===== config.mk =====
export PLATFORM = sky130hd
export DESIGN_NAME = fpsa_step
export DESIGN_NICKNAME = d
export VERILOG_FILES = /design/src/hdl/fpsa_pkg.sv /design/src/hdl/fpsa_step.sv
export SDC_FILE = /design/constraint.sdc
export NUM_CORES = 1
export LEC_CHECK = 0
export BUFFER_PORTS_ARGS = -buffer_cell sky130_fd_sc_hd__buf_2
export CAP_MARGIN = 5
export CORE_AREA = 2 2 100 102
export DETAILED_ROUTE_END_ITERATION = 16
export DIE_AREA = 0 0 102 104
export GPL_ROUTABILITY_DRIVEN = 0
export SYNTH_ARGS = -nofsm -noshare
export SYNTH_HDL_FRONTEND = slang
export SYNTH_SLANG_ARGS = --single-unit

===== constraint.sdc =====
create_clock -name vclk -period 5.34
set_clock_uncertainty 0.05 [all_clocks]
set_input_delay 0.801 -clock vclk [all_inputs]
set_output_delay 0.801 -clock vclk [all_outputs]
set_load 0.1 [all_outputs]

===== src/hdl/fpsa_pkg.sv =====
// Package for the free page stack allocator: operation and status codes,
// common widths and the walk state type. No dependencies.
`timescale 1ns / 1ps
`default_nettype none

package fpsa_pkg;

  // Fixed payload widths
  localparam int unsigned ADDR_W   = 64;
  localparam int unsigned OP_W     = 2;
  localparam int unsigned STATUS_W = 2;

  // Operation codes carried by a request
  typedef enum logic [OP_W-1:0] {
    OP_ADD     = 2'd0,
    OP_REQUEST = 2'd1,
    OP_FREE    = 2'd2
  } op_e;

  // Result status codes
  typedef enum logic [STATUS_W-1:0] {
    ST_OK    = 2'd0,
    ST_EMPTY = 2'd1,
    ST_FULL  = 2'd2,
    ST_NULL  = 2'd3
  } status_e;

  // Region walk state: next page address and bytes still to cover
  typedef struct packed {
    logic [ADDR_W-1:0] addr;
    logic [ADDR_W-1:0] rem;
  } walk_t;

endpackage

`default_nettype wire


===== src/hdl/fpsa_step.sv =====
// Walk step unit: advances the page address by one page and takes a
// page off the remaining length, saturating at zero. Depends on fpsa_pkg.
`timescale 1ns / 1ps
`default_nettype none

module fpsa_step #(
  parameter int unsigned PAGE_BYTES = 4096
) (
  input  fpsa_pkg::walk_t cur_i,
  output fpsa_pkg::walk_t nxt_o
);

  localparam int unsigned AW = fpsa_pkg::ADDR_W;

  logic [AW:0] diff;

  // One subtract with borrow out; a borrow means the last page is partial
  assign diff = {1'b0, cur_i.rem} - (AW + 1)'(PAGE_BYTES);

  assign nxt_o.addr = cur_i.addr + AW'(PAGE_BYTES);
  assign nxt_o.rem  = diff[AW] ? '0 : diff[AW-1:0];

endmodule

`default_nettype wire


Word level (Yosys, flattened, before mapping)
Index checks and enable logic that the tools add are counted.
{"block": "word_totals", "out_inout_bits": 128, "regBits": 0, "in_bits": 128, "word_cells": 3}
{"block": "op_classes", "mux": 1, "addsub": 2}
{"operator": "$sub 64x13->65 const B", "n": 1}
{"operator": "$add 64x13->64 const B", "n": 1}
{"operator": "$mux 64", "n": 1}

Logic depth before layout (Yosys ltp)
{"block": "depth", "word_depth": 2, "ltp_mapped": 11}

Least setup slack after synthesis
Ideal clock, no wire load.
{"block": "synth_path", "path_type": "input -> output", "startpoint": "input cur_i[17] (netlist name)", "endpoint": "output nxt_o[44] (netlist name)", "arrival_ps": 5153, "slack_ps": -664, "stages": 5, "path_cell_list": "nor4_1 > and4_1 > clkbuf_1 > nand2_1 > o41ai_1"}
{"element": "from (decl)", "line": "fpsa_step.sv:9", "rtl": "input fpsa_pkg::walk_t cur_i,"}
{"element": "to (decl)", "line": "fpsa_step.sv:10", "rtl": "output fpsa_pkg::walk_t nxt_o"}

==> summary.txt <==
Yosys
  • Compound-Gate Fraction of Synth Area: 0.0740
  • Synth Area in Adders: 0.0101
  • Syn Std Cell Area: approximately 0.0025 mm2
  • Synth Area in Simple Gates: 0.542
  • Gate Count Post-Synth: ~400
  • Largest family of logic cells by synthesized area: simple AND/OR/NAND/NOR gates
  • Synth Area in XOR/XNOR: 0.289
  • Syn avg cell area: 6.18 um2
  • Seq/Total Area, Yosys: 0
  • Net Count, Synth: 532
  • Unique masters post-synth: 34
  • Mux cell area share after synthesis: 0.0136
  • Synthesis Warnings: 0

Die
  • Starting Density: 0.260
  • # rows: 36
  • Die Span X: 102 um
  • Core ar.: about 0.0095 mm2
  • IO Count: ~260
  • Die area: 0.0106 mm2
  • Height of the die: 104 um

Critical path
  • Slowest stage cell, crit path: nor4_1
  • Setup crit start kind: input pin
  • Setup CP Type: in -> out
  • Max incr delay on CP: a little under 700 ps
  • Worst EP arrival: around 3900 ps
  • Req. time, crit path: roughly 4500 ps
  • Crit-path cells: buf_2, nor4_1, nand4_1, nor4_1, or4b_1, a21oi_1, buf_2
  • Crit end category: output port
  • CP max FO: 7

Layout
  • Register area: 0 um2
  • Share of cells above drive strength 1: 0.407
  • Commonest non-fill, non-tap cells in the layout: buf_2 (232), nor2_1 (63), xnor2_1 (51)
  • Finished Layout Cells: between 700 and 800
  • CLK BUF: 0
  • Area grow syn2layout: 49.5%
  • Final nets: ~740
  • Fillers: between 1000 and 1500
  • Post-Layout Inst Area: 0.00372 mm2
  • Final sequential cell count: 0
  • Multi-input logic area: roughly 0.0023 mm2
  • Commonest non-fill, non-tap cell in the layout: buf_2

GRT
  • Largest net degree at the start of global routing: 31
  • Vias in the first global route: roughly 3500
  • Initial antenna violation count: 1
  • First-pass GRT wire length: about 16000 um
  • Gr usage total: 0.180
  • GRT overflow: 0

STA
  • Final Hold Viols: 0
  • Final setup fails: 0
  • Max Slew Vio Count: 0
  • Max frequency: 0.212 GHz
  • Max transition margin: 0.480
  • Fin crit period: ~4700 ps
  • Worst Tran Pin Value: approximately 770 ps
  • Setup TNS: 0 ps
  • Final period util: 0.882
  • RSZ-0062 raised after global routing: false

Drt
  • DRT Pass-1 Iters: 4
  • Starting DRC count in detailed routing: between 100 and 150
  • Final WL: between 10000 and 15000 um
  • DRC violations left: 0
  • Per-cell routed wire length: roughly 14 um
  • Post-route ant nets: 0
  • Vias: between 3000 and 4000
  • Drt via density: slightly below 5

Flow run
  • Max-Cap Viols: 0

Power and ir drop
  • PD cells: between 150 and 200 mW/mm2
  • P_leak: between 1.5 and 2 nW
  • Maximum vdd drop: about 0.08 mV

Clocking
  • Post-CTS sizing: 0
  • Postcts setup bufs: 0
  • Hold Buf Count CTS: 0

Run status
  • Status: finished, final reports clean

Placed design
  • Port Buffers: 232
  • Post-DP Area: about 0.0037 mm2
  • Dpl cells: about 740
  • Dpl hpwl: ~9200 um

Min path
  • Worst Hold Class: in -> out
==> synthesized netlist by cell type <==
| cell type | instances | area, um2 |
|---|---|---|
| a21oi_1 | 13 | 65.1 |
| and2_1 | 5 | 31.3 |
| and3_1 | 12 | 75.1 |
| and4_1 | 6 | 52.6 |
| buf_1 | 1 | 3.75 |
| buf_2 | 1 | 5.00 |
| buf_4 | 12 | 90.1 |
| clkbuf_1 | 12 | 45.0 |
| clkbuf_2 | 1 | 5.00 |
| ha_1 | 2 | 25.0 |
| inv_1 | 8 | 30.0 |
| mux2_2 | 3 | 33.8 |
| nand2_1 | 31 | 116 |
| nand3_1 | 20 | 100 |
| nand4_1 | 19 | 119 |
| nand4b_1 | 2 | 17.5 |
| nor2_1 | 63 | 236 |
| nor2b_1 | 17 | 106 |
| nor3_1 | 21 | 105 |
| nor3b_1 | 1 | 7.51 |
| nor4_1 | 22 | 138 |
| o21ai_0 | 1 | 5.00 |
| o31ai_1 | 9 | 67.6 |
| o41a_1 | 1 | 11.3 |
| o41ai_1 | 4 | 35.0 |
| or2_1 | 1 | 6.26 |
| or2_2 | 3 | 18.8 |
| or3_1 | 11 | 68.8 |
| or3_2 | 3 | 22.5 |
| or4_1 | 11 | 82.6 |
| or4_4 | 2 | 22.5 |
| or4b_1 | 2 | 20.0 |
| xnor2_1 | 51 | 447 |
| xor2_1 | 31 | 272 |
==> path summary, 6_finish.rpt <==
path / from / endpoint / slack (ps) / depth (start not counted)
setup / recovery: cur_i[22] / nxt_o[58] / 630 / 7
hold / removal: cur_i[64] / nxt_o[64] / 1550 / 0
==> where the power goes <==
group          switching [W]     internal [W]  leakage [nW]
Combinational       0.000458         0.000100          1.64
Sequential                 0                0             0
Clock                      0  0.0000000000250    0.00000634
==> layout make-up <==
class | instances | share of cell area
multi-input combinational | 367 | 0.625
tap | 133 | 0.0448
antenna | 1 | 0.000673
timing repair buffer | 235 | 0.322
inverter | 8 | 0.00808
==> kinds of logic (layout without fill, tap and decap cells) <==
logic type,after synthesis,in the layout
xor gates and xnor gates,82,82
buffers and inverters,35,243
and+or+nand+nor,252,252
AOI/OAI and AO/OA,28,28
other,0,1
muxes,3,3
adders and majority gates,2,2
==> metal layers <==
metal,vias up,part of all wire,track usage
met3,14,0.079,0.0255
met5,-,0,0
met2,164,0.51,0.354
met1,1668,0.39,0.203
li1,1851,-,-
met4,0,0.015,0.0229
==> worst max-delay path, delay by kind of cell <==
| family | cells | cell delay (ps) |
|---|---|---|
| buffers and inverters | 2 | 560 |
| AOI/OAI and AO/OA | 1 | 150 |
| and+or+nand+nor | 4 | 2340 |
==> through the flow <==
stage,worst slack (ps),total power (W),util,hold slack (ps)
finish,631,0.000559,0.389,1550
global route,260,0.000580,0.389,1550
CTS,676,0.000559,0.389,1550
detailed placement,695,0.000558,0.389,1550
global placement,852,0.000555,0.389,1550
floorplan,163,0.000471,-,1760
No activity file was read; power rests on OpenSTA's default activity.
